--- src/hw/rtl/assert_macros.svh ---
// ------------------------------------------------------------------------
// Assertion macros
// Shared wrappers for the concurrent checks of the list core.
// ------------------------------------------------------------------------
`ifndef ASSERT_MACROS_SVH
`define ASSERT_MACROS_SVH

// A condition that must hold at every clock edge outside reset.
`define PDLL_ASSERT_ALWAYS(lbl, cond, msg) \
	lbl: assert property (@(posedge clk) disable iff (!arst_n) (cond)) else $error(msg);

// A condition that must be followed by another in the next cycle.
`define PDLL_ASSERT_NEXT(lbl, ante, cons, msg) \
	lbl: assert property (@(posedge clk) disable iff (!arst_n) (ante) |=> (cons)) \
		else $error(msg);

`endif

--- src/hw/rtl/pdll_pkg.sv ---
// ------------------------------------------------------------------------
// pdll_pkg
// Types and codes shared by the positional doubly linked list core.
// ------------------------------------------------------------------------
package pdll_pkg;

	// Operation codes.
	localparam logic [2:0] OP_INS_FRONT = 3'd0;
	localparam logic [2:0] OP_INS_POS   = 3'd1;
	localparam logic [2:0] OP_INS_END   = 3'd2;
	localparam logic [2:0] OP_DEL_FRONT = 3'd3;
	localparam logic [2:0] OP_DEL_POS   = 3'd4;
	localparam logic [2:0] OP_DEL_END   = 3'd5;
	localparam logic [2:0] OP_DUMP      = 3'd6;

	// Status codes.
	localparam logic [1:0] ST_OK    = 2'd0;
	localparam logic [1:0] ST_RANGE = 2'd1;
	localparam logic [1:0] ST_FULL  = 2'd2;

	// Request word.
	typedef struct packed {
		logic [2:0]         opcode;
		logic signed [31:0] item_value;
		logic [7:0]         position;
	} req_t;

	// Response word.
	typedef struct packed {
		logic [1:0]         status;
		logic signed [31:0] out_value;
		logic               backward;
		logic [4:0]         entry_total;
		logic               last;
	} rsp_t;

endpackage

--- src/hw/rtl/positional_doubly_linked_list_core.sv ---
// ------------------------------------------------------------------------
// positional_doubly_linked_list_core
// Ordered list of signed words held in a linked node pool.
// ------------------------------------------------------------------------
// The list lives in three small RAMs (data, forward link, backward link)
// that a sequencer reads and rewrites, one request at a time. Positional
// operations first walk the forward links one node per cycle. A dump
// streams one word per cycle while the receiver does not stall. The
// registered RAM reads and the single write port of each RAM set the pace.
// A response may wait in the output register while the next request is
// already being worked on.
module positional_doubly_linked_list_core #(
	parameter int CAPACITY = 16
) (
	input  logic            clk,
	input  logic            arst_n,
	input  logic            req_valid,
	output logic            req_stall,
	input  pdll_pkg::req_t  req,
	output logic            rsp_valid,
	input  logic            rsp_stall,
	output pdll_pkg::rsp_t  rsp
);

	`include "assert_macros.svh"

	localparam int AW = $clog2(CAPACITY);
	localparam int LW = $clog2(CAPACITY + 1);
	localparam logic [LW-1:0] NIL = LW'(CAPACITY);

	// Sequencer states.
	localparam logic [3:0] S_IDLE   = 4'd0;
	localparam logic [3:0] S_WALK   = 4'd1;
	localparam logic [3:0] S_I_NXT  = 4'd2;
	localparam logic [3:0] S_I_FREE = 4'd3;
	localparam logic [3:0] S_I_W2   = 4'd4;
	localparam logic [3:0] S_X_RD   = 4'd5;
	localparam logic [3:0] S_X_W2   = 4'd6;
	localparam logic [3:0] S_DUMP   = 4'd7;
	localparam logic [3:0] S_RESP   = 4'd8;

	// Insert kinds.
	localparam logic [1:0] K_FRONT = 2'd0;
	localparam logic [1:0] K_MID   = 2'd1;
	localparam logic [1:0] K_END   = 2'd2;
	localparam logic [1:0] K_DEL   = 2'd3;

	logic [3:0]    state_q;
	logic [1:0]    kind_q;
	logic [LW-1:0] head_q, tail_q, free_q, count_q;
	logic [LW-1:0] rem_q, node_q, prev_q, next_q;
	logic [31:0]   val_q;
	logic [1:0]    st_q;
	logic          dir_q;

	// RAM ports.
	logic          rd_en;
	logic [LW-1:0] rd_link;
	logic          fwe, bwe, dwe;
	logic [LW-1:0] fwa, bwa, dwa;
	logic [LW-1:0] fwdat, bwdat;
	logic [LW-1:0] fwd_rd, bwd_rd;
	logic [31:0]   data_rd;

	logic          accept, out_free, emit, emit_last, dump_word;
	logic [LW-1:0] dump_link;
	logic [8:0]    pos9, cnt9;

	pdll_ram #(.WIDTH(32), .DEPTH(CAPACITY)) u_data (
		.clk(clk), .we(dwe), .waddr(dwa[AW-1:0]), .wdata(val_q),
		.re(rd_en), .raddr(rd_link[AW-1:0]), .rdata(data_rd)
	);

	pdll_ram #(.WIDTH(LW), .DEPTH(CAPACITY)) u_bwd (
		.clk(clk), .we(bwe), .waddr(bwa[AW-1:0]), .wdata(bwdat),
		.re(rd_en), .raddr(rd_link[AW-1:0]), .rdata(bwd_rd)
	);

	pdll_fwd_ram #(.CAPACITY(CAPACITY), .AW(AW), .LW(LW)) u_fwd (
		.clk(clk), .arst_n(arst_n), .we(fwe), .waddr(fwa[AW-1:0]), .wdata(fwdat),
		.re(rd_en), .raddr(rd_link[AW-1:0]), .rdata(fwd_rd)
	);

	assign req_stall = (state_q != S_IDLE);
	assign accept    = req_valid && !req_stall;
	assign out_free  = !rsp_valid || !rsp_stall;
	assign pos9      = {1'b0, req.position};
	assign cnt9      = 9'(count_q);
	assign dump_link = dir_q ? bwd_rd : fwd_rd;

	// RAM addressing and write enables, one read and one write per RAM.
	always_comb begin
		rd_en   = 1'b0;
		rd_link = head_q;
		fwe     = 1'b0;
		fwa     = node_q;
		fwdat   = NIL;
		bwe     = 1'b0;
		bwa     = node_q;
		bwdat   = NIL;
		dwe     = 1'b0;
		dwa     = free_q;
		unique case (state_q)
			S_IDLE: begin
				if (accept) begin
					rd_en = 1'b1;
					if (req.opcode == pdll_pkg::OP_DEL_END) begin
						rd_link = tail_q;
					end else if (req.opcode == pdll_pkg::OP_INS_FRONT ||
							req.opcode == pdll_pkg::OP_INS_END) begin
						rd_link = free_q;
					end else if (req.opcode == pdll_pkg::OP_INS_POS &&
							(pos9 == 9'd1 || pos9 == cnt9 + 9'd1)) begin
						rd_link = free_q;
					end
				end
			end
			S_WALK: begin
				rd_en   = 1'b1;
				rd_link = fwd_rd;
			end
			S_I_NXT: begin
				rd_en   = 1'b1;
				rd_link = free_q;
			end
			S_I_FREE: begin
				// New node: data and both of its own links.
				dwe = 1'b1;
				dwa = free_q;
				fwe = 1'b1;
				fwa = free_q;
				bwe = 1'b1;
				bwa = free_q;
				unique case (kind_q)
					K_FRONT: begin
						fwdat = head_q;
						bwdat = NIL;
					end
					K_END: begin
						fwdat = NIL;
						bwdat = tail_q;
					end
					default: begin
						fwdat = next_q;
						bwdat = prev_q;
					end
				endcase
			end
			S_I_W2: begin
				// Neighbours point at the new node.
				fwdat = node_q;
				bwdat = node_q;
				unique case (kind_q)
					K_FRONT: begin
						bwe = (head_q != NIL);
						bwa = head_q;
					end
					K_END: begin
						fwe = (tail_q != NIL);
						fwa = tail_q;
					end
					default: begin
						fwe = 1'b1;
						fwa = prev_q;
						bwe = 1'b1;
						bwa = next_q;
					end
				endcase
			end
			S_X_RD: begin
				// Unlink: predecessor skips forward, successor skips back.
				fwe   = (bwd_rd != NIL);
				fwa   = bwd_rd;
				fwdat = fwd_rd;
				bwe   = (fwd_rd != NIL);
				bwa   = fwd_rd;
				bwdat = bwd_rd;
			end
			S_X_W2: begin
				fwe   = 1'b1;
				fwa   = node_q;
				fwdat = free_q;
			end
			S_DUMP: begin
				if (out_free) begin
					if (dump_link != NIL) begin
						rd_en   = 1'b1;
						rd_link = dump_link;
					end else if (!dir_q) begin
						rd_en   = 1'b1;
						rd_link = tail_q;
					end
				end
			end
			default: begin
			end
		endcase
	end

	assign emit      = (state_q == S_DUMP || state_q == S_RESP) && out_free;
	assign emit_last = (state_q == S_RESP) || (dir_q && dump_link == NIL);

	// Sequencer.
	always_ff @(posedge clk or negedge arst_n) begin
		if (!arst_n) begin
			state_q <= S_IDLE;
			head_q  <= NIL;
			tail_q  <= NIL;
			free_q  <= '0;
			count_q <= '0;
			kind_q  <= K_FRONT;
			dir_q   <= 1'b0;
		end else begin
			unique case (state_q)
				S_IDLE: begin
					if (accept) begin
						val_q <= req.item_value;
						st_q  <= pdll_pkg::ST_RANGE;
						dir_q <= 1'b0;
						unique case (req.opcode)
							pdll_pkg::OP_INS_FRONT, pdll_pkg::OP_INS_END: begin
								kind_q <= (req.opcode == pdll_pkg::OP_INS_FRONT) ?
									K_FRONT : K_END;
								if (free_q == NIL) begin
									st_q    <= pdll_pkg::ST_FULL;
									state_q <= S_RESP;
								end else begin
									state_q <= S_I_FREE;
								end
							end
							pdll_pkg::OP_INS_POS: begin
								if (pos9 == 9'd0 || pos9 > cnt9 + 9'd1) begin
									state_q <= S_RESP;
								end else if (free_q == NIL) begin
									st_q    <= pdll_pkg::ST_FULL;
									state_q <= S_RESP;
								end else if (pos9 == 9'd1) begin
									kind_q  <= K_FRONT;
									state_q <= S_I_FREE;
								end else if (pos9 == cnt9 + 9'd1) begin
									kind_q  <= K_END;
									state_q <= S_I_FREE;
								end else begin
									// Predecessor sits position-2 links past the head.
									kind_q <= K_MID;
									if (req.position == 8'd2) begin
										prev_q  <= head_q;
										state_q <= S_I_NXT;
									end else begin
										rem_q   <= LW'(req.position - 8'd3);
										state_q <= S_WALK;
									end
								end
							end
							pdll_pkg::OP_DEL_FRONT, pdll_pkg::OP_DEL_END: begin
								kind_q <= K_DEL;
								node_q <= (req.opcode == pdll_pkg::OP_DEL_FRONT) ?
									head_q : tail_q;
								state_q <= (head_q == NIL) ? S_RESP : S_X_RD;
							end
							pdll_pkg::OP_DEL_POS: begin
								kind_q <= K_DEL;
								if (pos9 == 9'd0 || pos9 > cnt9 || head_q == NIL) begin
									state_q <= S_RESP;
								end else if (req.position == 8'd1) begin
									node_q  <= head_q;
									state_q <= S_X_RD;
								end else begin
									rem_q   <= LW'(req.position - 8'd2);
									state_q <= S_WALK;
								end
							end
							pdll_pkg::OP_DUMP: begin
								state_q <= (head_q == NIL) ? S_RESP : S_DUMP;
							end
							default: begin
								state_q <= S_RESP;
							end
						endcase
					end
				end
				S_WALK: begin
					// One link per cycle until the wanted node is reached.
					if (rem_q == '0) begin
						if (kind_q == K_MID) begin
							prev_q  <= fwd_rd;
							state_q <= S_I_NXT;
						end else begin
							node_q  <= fwd_rd;
							state_q <= S_X_RD;
						end
					end else begin
						rem_q <= rem_q - LW'(1);
					end
				end
				S_I_NXT: begin
					next_q  <= fwd_rd;
					state_q <= S_I_FREE;
				end
				S_I_FREE: begin
					node_q  <= free_q;
					free_q  <= fwd_rd;
					state_q <= S_I_W2;
				end
				S_I_W2: begin
					if (kind_q == K_FRONT) begin
						head_q <= node_q;
						if (head_q == NIL) begin
							tail_q <= node_q;
						end
					end else if (kind_q == K_END) begin
						tail_q <= node_q;
						if (tail_q == NIL) begin
							head_q <= node_q;
						end
					end
					count_q <= count_q + LW'(1);
					st_q    <= pdll_pkg::ST_OK;
					state_q <= S_RESP;
				end
				S_X_RD: begin
					if (bwd_rd == NIL) begin
						head_q <= fwd_rd;
					end
					if (fwd_rd == NIL) begin
						tail_q <= bwd_rd;
					end
					state_q <= S_X_W2;
				end
				S_X_W2: begin
					free_q  <= node_q;
					count_q <= count_q - LW'(1);
					st_q    <= pdll_pkg::ST_OK;
					state_q <= S_RESP;
				end
				S_DUMP: begin
					if (out_free && dump_link == NIL) begin
						if (dir_q) begin
							state_q <= S_IDLE;
						end else begin
							dir_q <= 1'b1;
						end
					end
				end
				S_RESP: begin
					if (out_free) begin
						state_q <= S_IDLE;
					end
				end
				default: begin
					state_q <= S_IDLE;
				end
			endcase
		end
	end

	// Output register.
	always_ff @(posedge clk or negedge arst_n) begin
		if (!arst_n) begin
			rsp_valid <= 1'b0;
		end else if (emit) begin
			rsp_valid <= 1'b1;
		end else if (!rsp_stall) begin
			rsp_valid <= 1'b0;
		end
	end

	assign dump_word = (state_q == S_DUMP);

	always_ff @(posedge clk) begin
		if (emit) begin
			rsp.status      <= dump_word ? pdll_pkg::ST_OK : st_q;
			rsp.out_value   <= dump_word ? $signed(data_rd) : 32'sd0;
			rsp.backward    <= dump_word && dir_q;
			rsp.entry_total <= 5'(count_q);
			rsp.last        <= emit_last;
		end
	end

	// Checks.
	`PDLL_ASSERT_ALWAYS(a_count_bound, count_q <= LW'(CAPACITY),
		"entry count exceeds the pool")
	`PDLL_ASSERT_ALWAYS(a_empty_head, state_q != S_IDLE || ((head_q == NIL) == (count_q == '0)),
		"head and entry count disagree")
	`PDLL_ASSERT_ALWAYS(a_full_free, state_q != S_IDLE ||
		((free_q == NIL) == (count_q == LW'(CAPACITY))), "free chain and entry count disagree")
	`PDLL_ASSERT_NEXT(a_busy, accept, state_q != S_IDLE, "accepted word left no work")

endmodule

--- src/hw/rtl/pdll_ram.sv ---
// ------------------------------------------------------------------------
// pdll_ram
// Simple dual-port synchronous RAM with a registered read.
// ------------------------------------------------------------------------
module pdll_ram #(
	parameter int WIDTH = 32,
	parameter int DEPTH = 16
) (
	input  logic                     clk,
	input  logic                     we,
	input  logic [$clog2(DEPTH)-1:0] waddr,
	input  logic [WIDTH-1:0]         wdata,
	input  logic                     re,
	input  logic [$clog2(DEPTH)-1:0] raddr,
	output logic [WIDTH-1:0]         rdata
);

	logic [WIDTH-1:0] mem [DEPTH];

	// Write port.
	always_ff @(posedge clk) begin
		if (we) begin
			mem[waddr] <= wdata;
		end
	end

	// Read port, data held until the next read.
	always_ff @(posedge clk) begin
		if (re) begin
			rdata <= mem[raddr];
		end
	end

endmodule

--- src/hw/rtl/pdll_fwd_ram.sv ---
// ------------------------------------------------------------------------
// pdll_fwd_ram
// Forward link RAM; entries never written read as the free chain.
// ------------------------------------------------------------------------
module pdll_fwd_ram #(
	parameter int CAPACITY = 16,
	parameter int AW = 4,
	parameter int LW = 5
) (
	input  logic          clk,
	input  logic          arst_n,
	input  logic          we,
	input  logic [AW-1:0] waddr,
	input  logic [LW-1:0] wdata,
	input  logic          re,
	input  logic [AW-1:0] raddr,
	output logic [LW-1:0] rdata
);

	logic [LW-1:0]       mem [CAPACITY];
	logic [CAPACITY-1:0] written_q;
	logic [LW-1:0]       rdata_q;
	logic                rvalid_q;
	logic [AW-1:0]       raddr_q;

	// One flag per entry records that the entry has been written.
	always_ff @(posedge clk or negedge arst_n) begin
		if (!arst_n) begin
			written_q <= '0;
		end else if (we) begin
			written_q[waddr] <= 1'b1;
		end
	end

	always_ff @(posedge clk) begin
		if (we) begin
			mem[waddr] <= wdata;
		end
	end

	always_ff @(posedge clk) begin
		if (re) begin
			rdata_q  <= mem[raddr];
			rvalid_q <= written_q[raddr];
			raddr_q  <= raddr;
		end
	end

	// An unwritten entry links to the next node; the last one to null.
	assign rdata = rvalid_q ? rdata_q : LW'(raddr_q) + LW'(1);

endmodule

--- config.mk ---
export PLATFORM = sky130hd
export DESIGN_NAME = positional_doubly_linked_list_core
export DESIGN_NICKNAME = d
export VERILOG_FILES = /design/src/hw/rtl/pdll_pkg.sv /design/src/hw/rtl/positional_doubly_linked_list_core.sv /design/src/hw/rtl/pdll_ram.sv /design/src/hw/rtl/pdll_fwd_ram.sv
export VERILOG_INCLUDE_DIRS = /design/src /design/src/hw/rtl
export SDC_FILE = /design/constraint.sdc
export NUM_CORES = 1
export LEC_CHECK = 0
export BUFFER_PORTS_ARGS = -buffer_cell sky130_fd_sc_hd__buf_2
export CAP_MARGIN = 20
export CELL_PAD_IN_SITES_DETAIL_PLACEMENT = 1
export CELL_PAD_IN_SITES_GLOBAL_PLACEMENT = 2
export CORE_MARGIN = 5
export CORE_UTILIZATION = 48
export DETAILED_ROUTE_END_ITERATION = 7
export PLACE_DENSITY_LB_ADDON = 0.1
export SLEW_MARGIN = 25
export SYNTH_ARGS = -nofsm -noshare
export SYNTH_HDL_FRONTEND = slang
export SYNTH_SLANG_ARGS = --single-unit
--- constraint.sdc ---
create_clock -name clk -period 9.5 [get_ports clk]
set_input_delay 0.95 -clock clk [delete_from_list [all_inputs] [get_ports clk]]
set_output_delay 0.95 -clock clk [all_outputs]
set_load 0.02 [all_outputs]
# Yosys cells after proc, flatten, opt, wreduce, memory -nomap -nowiden
# Memories as Yosys holds them, arrays and structs flattened. A register that Yosys moved wholly into a read port is not among the register bits.
# Index checks and enable logic that the tools add are counted.
[totals]
mem_count = 3
output_inout_bits = 43
inputBits = 47
mem_bits_rw = 672
regBits = 144
[mem_list]
columns = ["memory", "depth", "word_bits", "read_ports", "rd_clocked_by_memory_dff", "wr", "line_no", "source"]
rows = [
  ["u_data.mem", 16, 32, 1, 1, 1, "pdll_ram.sv:18", "logic [WIDTH-1:0] mem [DEPTH];"],
  ["u_bwd.mem", 16, 5, 1, 1, 1, "pdll_ram.sv:18", ""],
  ["u_fwd.mem", 16, 5, 1, 1, 1, "pdll_fwd_ram.sv:20", "logic [LW-1:0] mem [CAPACITY];"],
]
[classes]
bitwise_logic = 1
muxes = 113
n_lt_le_gt_ge = 5
n_eq_ne = 62
reduce_logical = 49
add_sub_neg = 7
[ops]
columns = ["cell", "count"]
rows = [
  ["$mux W5", 34],
  ["$pmux W5 S2", 10],
  ["$mux W4", 18],
  ["$ne A2 B2 Y1 const B", 17],
  ["$ne A3 B3 Y1 const B", 11],
  ["$pmux W4 S8", 1],
  ["$eq A5 B5 Y1 const B", 6],
  ["$pmux W5 S3", 2],
  ["$ne A5 B5 Y1 const B", 5],
  ["$pmux W4 S3", 2],
  ["$mux W2", 11],
  ["$pmux W4 S5", 1],
  ["$pmux W5 S4", 1],
  ["$mux W1", 17],
  ["$eq A4 B3 Y1 const B", 4],
  ["$or A16 B16 Y16", 1],
  ["$pmux W4 S2", 2],
  ["$pmux W4 S4", 1],
  ["$reduce_and A12 Y1", 1],
  ["$reduce_bool A2 Y1", 6],
  ["$reduce_and A11 Y1", 1],
  ["$lt A4 B5 Y1 const B", 2],
  ["$reduce_and A5 Y1", 2],
  ["$reduce_or A2 Y1", 5],
  ["44 further kinds", 76],
]

# Depth between registers and ports, before layout
# Gate-level depths: netlist (run 1).
[logic_depth]
depth_word = 11
mapped_depth = 18
mapped_depth_nobuf = 14

# Hierarchy
# From an unflattened synthesis (run 1), not the netlist that was laid out.
[hier_totals]
hier_cells = 1893
area_unflattened_um2 = 34606.9
[by_module_without_submodules]
columns = ["module", "cells_per_inst", "n_inst", "area_each_um2"]
rows = [
  ["pdll_ram at u_data", 838, 1, 20155.6],
  ["positional_doubly_linked_list_core", 687, 1, 7003.0],
  ["pdll_fwd_ram", 213, 1, 4185.3],
  ["pdll_ram at u_bwd", 155, 1, 3263.1],
]

# Worst setup path before layout (run 1)
# No wires, ideal clock.
[synth_timing]
path_type = "reg2reg"
start = "register state_q[0]"
end = "memory u_data.mem[8][0], enable pin"
setup_slack_ps = 4318
t_arrival_ps = 4680
required_time_ps = 8998
n_path_buf = 2
stages_incl_launch_ff = 7
period_less_slack_ps = 5182
setup_ps = 502
cell_sequence = "dfrtp_1 -> clkbuf_1 -> clkbuf_1 -> nand2_1 -> nor3_1 -> nand2_1 -> nor4_1"
[synth_between]
elab_chain_len = 4
[synth_rtl]
columns = ["element", "line_no", "source"]
rows = [
  ["start, declared", "positional_doubly_linked_list_core.sv:48", "logic [3:0] state_q;"],
  ["start signal, assigned", "positional_doubly_linked_list_core.sv:259", "state_q <= (head_q == NIL) ? S_RESP : S_X_RD;"],
  ["start signal, assigned", "positional_doubly_linked_list_core.sv:274", "state_q <= (head_q == NIL) ? S_RESP : S_DUMP;"],
  ["$eq A4 B2 Y1", "positional_doubly_linked_list_core.sv:103", "unique case (state_q)"],
  ["$mux W1", "positional_doubly_linked_list_core.sv:103", ""],
  ["$mux W1", "pdll_ram.sv:22", "if (we) begin"],
  ["$mux W1 (implied by the code)", "pdll_ram.sv:23", "mem[waddr] <= wdata;"],
  ["end, declared", "pdll_ram.sv:18", ""],
]
# No other way between the ends.

# Worst setup path in the final report (run 1)
[layout_timing]
start = "register count_q[0]"
end = "register u_data.rdata[23] (read register of u_data.mem), data pin"
[layout_between]
elab_chain_len = 9
[layout_rtl]
columns = ["element", "line_no", "source"]
rows = [
  ["start, declared", "positional_doubly_linked_list_core.sv:50", "logic [LW-1:0] head_q, tail_q, free_q, count_q;"],
  ["start signal, assigned", "positional_doubly_linked_list_core.sv:317", "count_q <= count_q + LW'(1);"],
  ["start signal, assigned", "positional_doubly_linked_list_core.sv:332", "count_q <= count_q - LW'(1);"],
  ["$add A5 B1 Y6", "positional_doubly_linked_list_core.sv:113", "(pos9 == 9'd1 || pos9 == cnt9 + 9'd1)) begin"],
  ["$eq A8 B6 Y1", "positional_doubly_linked_list_core.sv:113", ""],
  ["$logic_or A1 B1 Y1", "positional_doubly_linked_list_core.sv:113", ""],
  ["$logic_and A1 B1 Y1", "positional_doubly_linked_list_core.sv:112", "end else if (req.opcode == pdll_pkg::OP_INS_POS &&"],
  ["$mux W4", "positional_doubly_linked_list_core.sv:112", ""],
  ["$mux W4", "positional_doubly_linked_list_core.sv:109", "end else if (req.opcode == pdll_pkg::OP_INS_FRONT ||"],
  ["$mux W4", "positional_doubly_linked_list_core.sv:107", "if (req.opcode == pdll_pkg::OP_DEL_END) begin"],
  ["$mux W4", "positional_doubly_linked_list_core.sv:105", "if (accept) begin"],
  ["$pmux W4 S4", "positional_doubly_linked_list_core.sv:103", ""],
  ["end, declared", "pdll_ram.sv:15", "output logic [WIDTH-1:0] rdata"],
]
# No other way between the ends.
# A chain may end at the register's enable or synchronous reset.

==> results of run 1 <==
## final timing paths
| check | slack (ns) | from | end |
|---|---|---|---|
| worst max-delay path | 3.45 | count_q[0]$_DFFE_PN0N_ | u_data.rdata[23]$_DFFE_PP_ |
| worst min-delay path | 0.33 | arst_n | dwa[2]$_DFFE_PN0P_ |
| worst max register to register | 3.45 | count_q[0]$_DFFE_PN0N_ | u_data.rdata[23]$_DFFE_PP_ |
| worst min register to register | 0.46 | count_q[4]$_DFFE_PN0N_ | rsp[5]$_DFFE_PP_ |
| max in group asynchronous | 8.23 | arst_n | head_q[4]$_DFFE_PN1P_ |
| min in group clk | 0.46 | count_q[4]$_DFFE_PN0N_ | rsp[5]$_DFFE_PP_ |
## power groups by stage
stage / logic, mW / registers (mW) / clock network (mW)
finish: 5.75 / 5.18 / 3.52
global route: 6.31 / 5.21 / 3.75
CTS: 5.81 / 5.17 / 3.58
detailed placement: 5.76 / 5.25 / 0
global placement: 5.58 / 5.23 / 0
floorplan: 3.85 / 5.08 / 0
## sequential cells by signal (all words and copies together) (netlist names), 16 cells and up
| register | flops |
|---|---|
| u_data.mem | 512 |
| u_bwd.mem | 80 |
| u_fwd.mem | 80 |
| rsp | 41 |
| u_data.rdata | 32 |
| val_q | 32 |
| u_fwd.written_q | 16 |
## worst reg2reg max path: stages, from the launching register on
cell and delay [ns]:
dfrtp_1 0.47, nand3_1 0.15, or3_1 0.33, ha_1 0.31
nand4_1 0.10, or4_1 0.67, and2_1 0.28, o311a_1 0.38
o31ai_4 0.27, buf_12 0.53, inv_8 0.67, buf_12 0.68
nand2_1 0.34, a21oi_1 0.08, nor4_1 0.44, nand3_1 0.13
## cell usage in the layout (no fill, tap or decap), drive strengths merged, types with 9 or more instances in the layout
cell / instances
o22ai: 10
xnor2: 11
clkinv: 42
nor2: 106
edfxtp: 814
a21o: 11
a21oi: 255
a31oi: 17
bufinv: 9
nand2b: 18
or2: 20
nand2: 637
a211oi: 10
clkbuf: 114
nand3: 183
nor4: 45
o21ai: 54
or3: 10
mux2i: 61
a221o: 43
o211ai: 10
and3: 12
and2: 38
inv: 39
nand4: 10
buf: 135
ha: 24
dfrtp: 42
o21a: 11
nor3: 24
## metal layers
metal | share of wire | routed length [um]
met2 | 0.49 | 51800
met4 | 0.032 | 3370
met3 | 0.051 | 5410
met5 | 0.000076 | 8
met1 | 0.43 | 44900
## cell type report
| type | instances | area [sq um] | area share |
|---|---|---|---|
| clock inverter | 54 | 551 | 0.0138 |
| sequential | 858 | 25500 | 0.638 |
| clock buffer | 114 | 2410 | 0.0603 |
| inverter | 38 | 155 | 0.00388 |
| tap | 959 | 1200 | 0.0300 |
| timing repair buffer | 135 | 816 | 0.0204 |
| multi-input combinational | 1721 | 9340 | 0.233 |
## kinds of logic after synthesis
| family | count (synthesis) | share of synthesized area |
|---|---|---|
| simple gates | 1130 | 0.141 |
| flops | 858 | 0.719 |
| compound gates | 480 | 0.0844 |
| buf+inv | 198 | 0.0226 |
| mux | 69 | 0.0197 |
| fa+ha+maj | 26 | 0.00930 |
| xor+xnor | 16 | 0.00394 |
## per-stage QoR
| stage | util | setup WS [ns] |
|---|---|---|
| global placement | 0.506 | 3.60 |
| floorplan | - | 4.32 |
| CTS | 0.547 | 3.61 |
| finish | 0.547 | 3.45 |
| global route | 0.547 | 3.22 |
| detailed placement | 0.506 | 3.44 |
==> reports/metrics.yaml, run 1 <==
period_minus_slack_ns: 6.05
cpLargestDelayFamily: "simple AND/OR/NAND/NOR gates"
power_frac_comb: 0.398
grt_pass1_vias: 24738
crit_required_ns: 9.88
vias: 23363
ys.flop_type: "edfxtp_1"
nNetsFinal: 2917
p_sw_mw: 5.94
detail-route-antenna-nets: 0
avgViaCountPerCell: 6.02
yosysWarnings: 0
die_h_um: 282
drt-initial-drc-count: 1894
rows: 99
drv_slew: 0
synth_cells: 2777
path_class: "flop to flop"
start_util: 0.485
synth_common_cells: "edfxtp_1 (814), nand2_1 (636), a21oi_1 (253), nand3_1 (183), clkbuf_1 (120)"
pwr_density_cell_nw_per_um2: 361
dp.cells: 3711
p_int_mw: 8.52
dp_hpwl_um: 58800
wl_um: 105000
synth_edf_count: 814
critPathCaptureType: "flop"
use_met1: 0.359
synth_largest_area_cell: "edfxtp_1"
critPathSlowestCell: "or4_1"
grt_antenna_before_repair: 2
pwr-share-seq: 0.358
hp-class: "input pin to async pin"
crit_buf_inv: 3
fin_crit_sh: 0.636
use_met3: 0.0434
grt_pass1_wl_um: 158000
crit_chain: "nand3_1, or3_1, ha_1, nand4_1, or4_1, and2_1, o311a_1, o31ai_4, buf_12, inv_8, buf_12, nand2_1, a21oi_1, nor4_1, nand3_1"
syn_nets: 2849
rsz0062_at_grt: "false"
skew_ns: 0.0414
overflow: 0
whs_ns: 0.334
nFillCells: 7271
reg2regPathDepth: 15
clkLatencyLatePin_ns: 0.66
synth.area.top_cells: "edfxtp_1 (69%), nand2_1 (6.7%), a21oi_1 (3.6%), dfrtp_1 (3.0%), nand3_1 (2.6%)"
cts_sinks: 858
cp.depth: 15
fp.coreArea_sq_um: 73200
clockRootBuffer: "clkbuf_16"
crit_arrival_ns: 6.43
p_leak_nw: 14.1
numCtsBuffers: 91
clk_path_buf_depth: 3
htreeDepth: 3
drc: 0
async_reset_ff_frac: 0.0513
total_power_mw: 14.5
p_sw_frac: 0.411
ir_worst_vdd_v: 0.000449
slowest_delay_ns: 0.67
hold_viol: 0
max_slew_margin: 0.272
n_antenna_cell: 0
gp_congestion: 0.906
worst_pin_slew_ns: 1.09
boundaryPins: 90
critPathMaxFanout: 197
seq_area_frac_synth: 0.719
startpoint_type: "flop"
dr.pass1.iters: 7
wl_per_cell_um: 27.2
clkTransAtPathRegs_ns: 0.06
ctsHoldBuffers: 0
die_w_um: 282
grt_busiest_layer: "met2"
dpl_cell_area_sq_um: 37100
port_buffers: 89
die_area_sq_um: 79500
run_status: "finished, final reports clean"
cts_tree: "built"
clkPwrFrac: 0.244
track_usage: 0.264
post-synth-top-count-cell: "edfxtp_1"
grt_max_degree: 198
maxCapViolCount: 0
drive_gt1_frac: 0.111
met2_usage: 0.443
cts_setup_buffers: 0
synth_seq_cells: 858
fin_cells: 3879
avgSynthCellArea_sq_um: 12.8
syn-cell-area_sq_um: 35500
area_delta_synth_final_pct: 12.7
fmax_mhz: 165
yosysTopAreaCellShare: 0.688
setup_tns_ns: 0
postLayoutCellArea_sq_um: 40000
ys_types: 79
setup_viol: 0
post_cts_resized: 0
(Power assumes the default switching activity.)
==> run 2: changes to the inputs <==
--- a/config.mk
+++ b/config.mk
@@ -11,7 +11,7 @@
 export CELL_PAD_IN_SITES_DETAIL_PLACEMENT = 1
 export CELL_PAD_IN_SITES_GLOBAL_PLACEMENT = 2
 export CORE_MARGIN = 5
-export CORE_UTILIZATION = 48
+export CORE_UTILIZATION = 44
 export DETAILED_ROUTE_END_ITERATION = 7
 export PLACE_DENSITY_LB_ADDON = 0.1
 export SLEW_MARGIN = 25
==> constraint.sdc (replaced) <==
create_clock -name clk -period 6.34 [get_ports clk]
set_input_delay 0.634 -clock clk [delete_from_list [all_inputs] [get_ports clk]]
set_output_delay 0.634 -clock clk [all_outputs]
set_load 0.02 [all_outputs]
==> run 2 against run 1 <==
Compared with the run above: via count shrank 0.67%; critical path type unchanged; clock skew fell by 0.011 ns; clock power up 51%; register-to-register slack got worse by 2.5 ns; clock-buffer cell count grew 8; global-route usage shrank 2.4 points; first-iteration DRC count shrank 0.26%; worst hold slack got worse by 0.18 ns; power is 50% higher; sequential power rose by 50%.
==> reports/metrics.yaml, run 2 (synthesized netlist as in run 1, its figures left out) <==
grt_max_degree: 177  # was 198
setup_tns_ns: 0  # unchanged
hp-class: "input pin to flop"  # was input pin to async pin
overflow: 0  # unchanged
layout_common_cells: "edfxtp_1 (814), nand2_1 (636), a21oi_1 (253), nand3_1 (183), clkbuf_16 (95)"  # was edfxtp_1 (814), nand2_1 (636), a21oi_1 (253), nand3_1 (183), nor2_1 (93)
setup_viol: 0  # unchanged
crit_arrival_ns: 5.86  # was 6.43 ns
dp_hpwl_um: 63400  # was 58800 um
clkLatencyLatePin_ns: 0.65  # was 0.66 ns
nNetsFinal: 2948  # was 2917
die_w_um: 294  # was 282 um
fin_cells: 4011  # was 3879
gp_congestion: 0.887  # was 0.906
crit_required_ns: 6.82  # was 9.88 ns
start_util: 0.442  # was 0.485
skew_ns: 0.0301  # was 0.0414 ns
hold_viol: 0  # unchanged
wl_um: 105000  # about the same
p_leak_nw: 14.3  # was 14.1 nW
dpl_cell_area_sq_um: 37500  # was 37100 sq um
worst_pin_slew_ns: 1.02  # was 1.09 ns
area_delta_synth_final_pct: 14.2  # was 12.7%
ir_worst_vdd_v: 0.000820  # was 0.000449 V
pwr_density_cell_nw_per_um2: 536  # was 361 nW/um^2
startpoint_type: "flop"  # unchanged
layout_commonest_cell: "edfxtp_1"  # unchanged
die_h_um: 294  # was 282 um
regMostFlops: "u_data.mem"  # unchanged
drt-initial-drc-count: 1889  # was 1894
fin_crit_sh: 0.848  # was 0.636
fin_util: 0.505  # was 0.547
drv_slew: 0  # unchanged
path_class: "flop to flop"  # unchanged
boundaryPins: 90  # unchanged
max_slew_margin: 0.304  # was 0.272
period_minus_slack_ns: 5.38  # was 6.05 ns
clkTransAtPathRegs_ns: 0.06  # about the same
critPathMaxFanout: 29  # was 197
grt_pass1_wl_um: 157000  # was 158000 um
wl_per_cell_um: 26.2  # was 27.2 um
avgViaCountPerCell: 5.79  # was 6.02
cts_sinks: 858  # unchanged
port_buffers: 89  # unchanged
grt_pass1_vias: 24266  # was 24738
detail-route-antenna-nets: 0  # unchanged
rsz0062_at_grt: "false"  # unchanged
drive_gt1_frac: 0.120  # was 0.111
post_cts_resized: 0  # unchanged
vias: 23206  # was 23363
fmax_mhz: 186  # was 165 MHz
top_regs: "u_data.mem: 512 flops, u_bwd.mem: 80 flops, u_fwd.mem: 80 flops"  # unchanged
fp.coreArea_sq_um: 80300  # was 73200 sq um
drc: 0  # unchanged
clk_path_buf_depth: 3  # unchanged
htreeDepth: 3  # unchanged
critPathCaptureType: "flop"  # unchanged
maxCapViolCount: 0  # unchanged
n_antenna_cell: 0  # unchanged
dr.pass1.iters: 5  # was 7
die_area_sq_um: 86500  # was 79500 sq um
run_status: "finished, final reports clean"  # unchanged
grt_antenna_before_repair: 0  # was 2
rows: 104  # was 99
track_usage: 0.240  # was 0.264
cts_tree: "built"  # unchanged
dp.cells: 3837  # was 3711
ctsHoldBuffers: 1  # was 0
cts_setup_buffers: 0  # unchanged
numCtsBuffers: 94  # was 91
postLayoutCellArea_sq_um: 40600  # was 40000 sq um
largest_reg_flops: 512  # unchanged
clockRootBuffer: "clkbuf_16"  # unchanged
[run 2: cell types whose count changed in the layout (fill, tap and decap cells not counted), sizes merged]
cell	delta
buf	+27
dlygate4sd3	+1
clkinv	-4
bufinv	-1
clkbuf	+8
[run 2: stage by stage]
step / hold slack [ns] / power, mW / worst slack (ns)
after CTS: 0.118 / 21.9 / 0.975
final: 0.152 / 21.8 / 0.964
after global placement: 0.433 / 16.3 / 1.14
after detailed placement: 0.451 / 16.6 / 1.04
after floorplan: 0.338 / 13.4 / 1.16
after global routing: 0.123 / 23.0 / 0.732
[run 2: metal layers]
layer,vias up,track usage,wire length (um),part of all wire
met2,577,0.399,50800,0.48
met1,12015,0.336,47100,0.45
li1,10460,-,-,-
met5,-,0,0,0
met4,0,0.0677,2680,0.026
met3,154,0.0318,4720,0.045
[run 2: cell type report]
cell class              instances  area, sq um
fillers                      8052        39700
clock inverters                49          489
repair buffers                163         1200
multi-input cells            1721         9360
flip-flops and latches        858        25500
clock buffers                 122         2500
well taps                    1060         1330
inverters                      38          155
[run 2: report_power, final]
group | switching [mW] | internal [mW] | leakage [nW]
Sequential | 0.557 | 7.21 | 7.94
Combinational | 6.08 | 2.58 | 4.95
Clock | 2.22 | 3.10 | 1.45
Total | 8.85 | 12.9 | 14.3
[run 2: path summary, 6_finish.rpt]
kind | startpoint | end | slack (ns) | depth (start not counted)
setup reg to reg | count_q[2]$_DFFE_PN0N_ | u_bwd.rdata[4]$_DFFE_PP_ | 0.96 | 13
min in group asynchronous | arst_n | state_q[3]$_DFFE_PN0P_ | 0.49 | 2
max in group asynchronous | arst_n | head_q[4]$_DFFE_PN1P_ | 4.91 | 3
hold reg to reg | count_q[4]$_DFFE_PN0N_ | rsp[5]$_DFFE_PP_ | 0.45 | 0
setup / recovery | count_q[2]$_DFFE_PN0N_ | u_bwd.rdata[4]$_DFFE_PP_ | 0.96 | 13
hold / removal | req[19] | val_q[11]$_DFFE_PP_ | 0.15 | 1
[run 2: critical path, cell delays in order, from the launching register on]
cell      delay (ns)
dfrtp_1         0.46
nand3_1         0.16
or3_1           0.34
ha_1            0.31
nand4_1         0.09
or4_1           0.67
and2_1          0.28
or3_1           0.37
a311oi_2        0.78
nand4_1         0.90
buf_12          0.48
a21oi_1         0.16
nor4_1          0.08
nand3_1         0.11
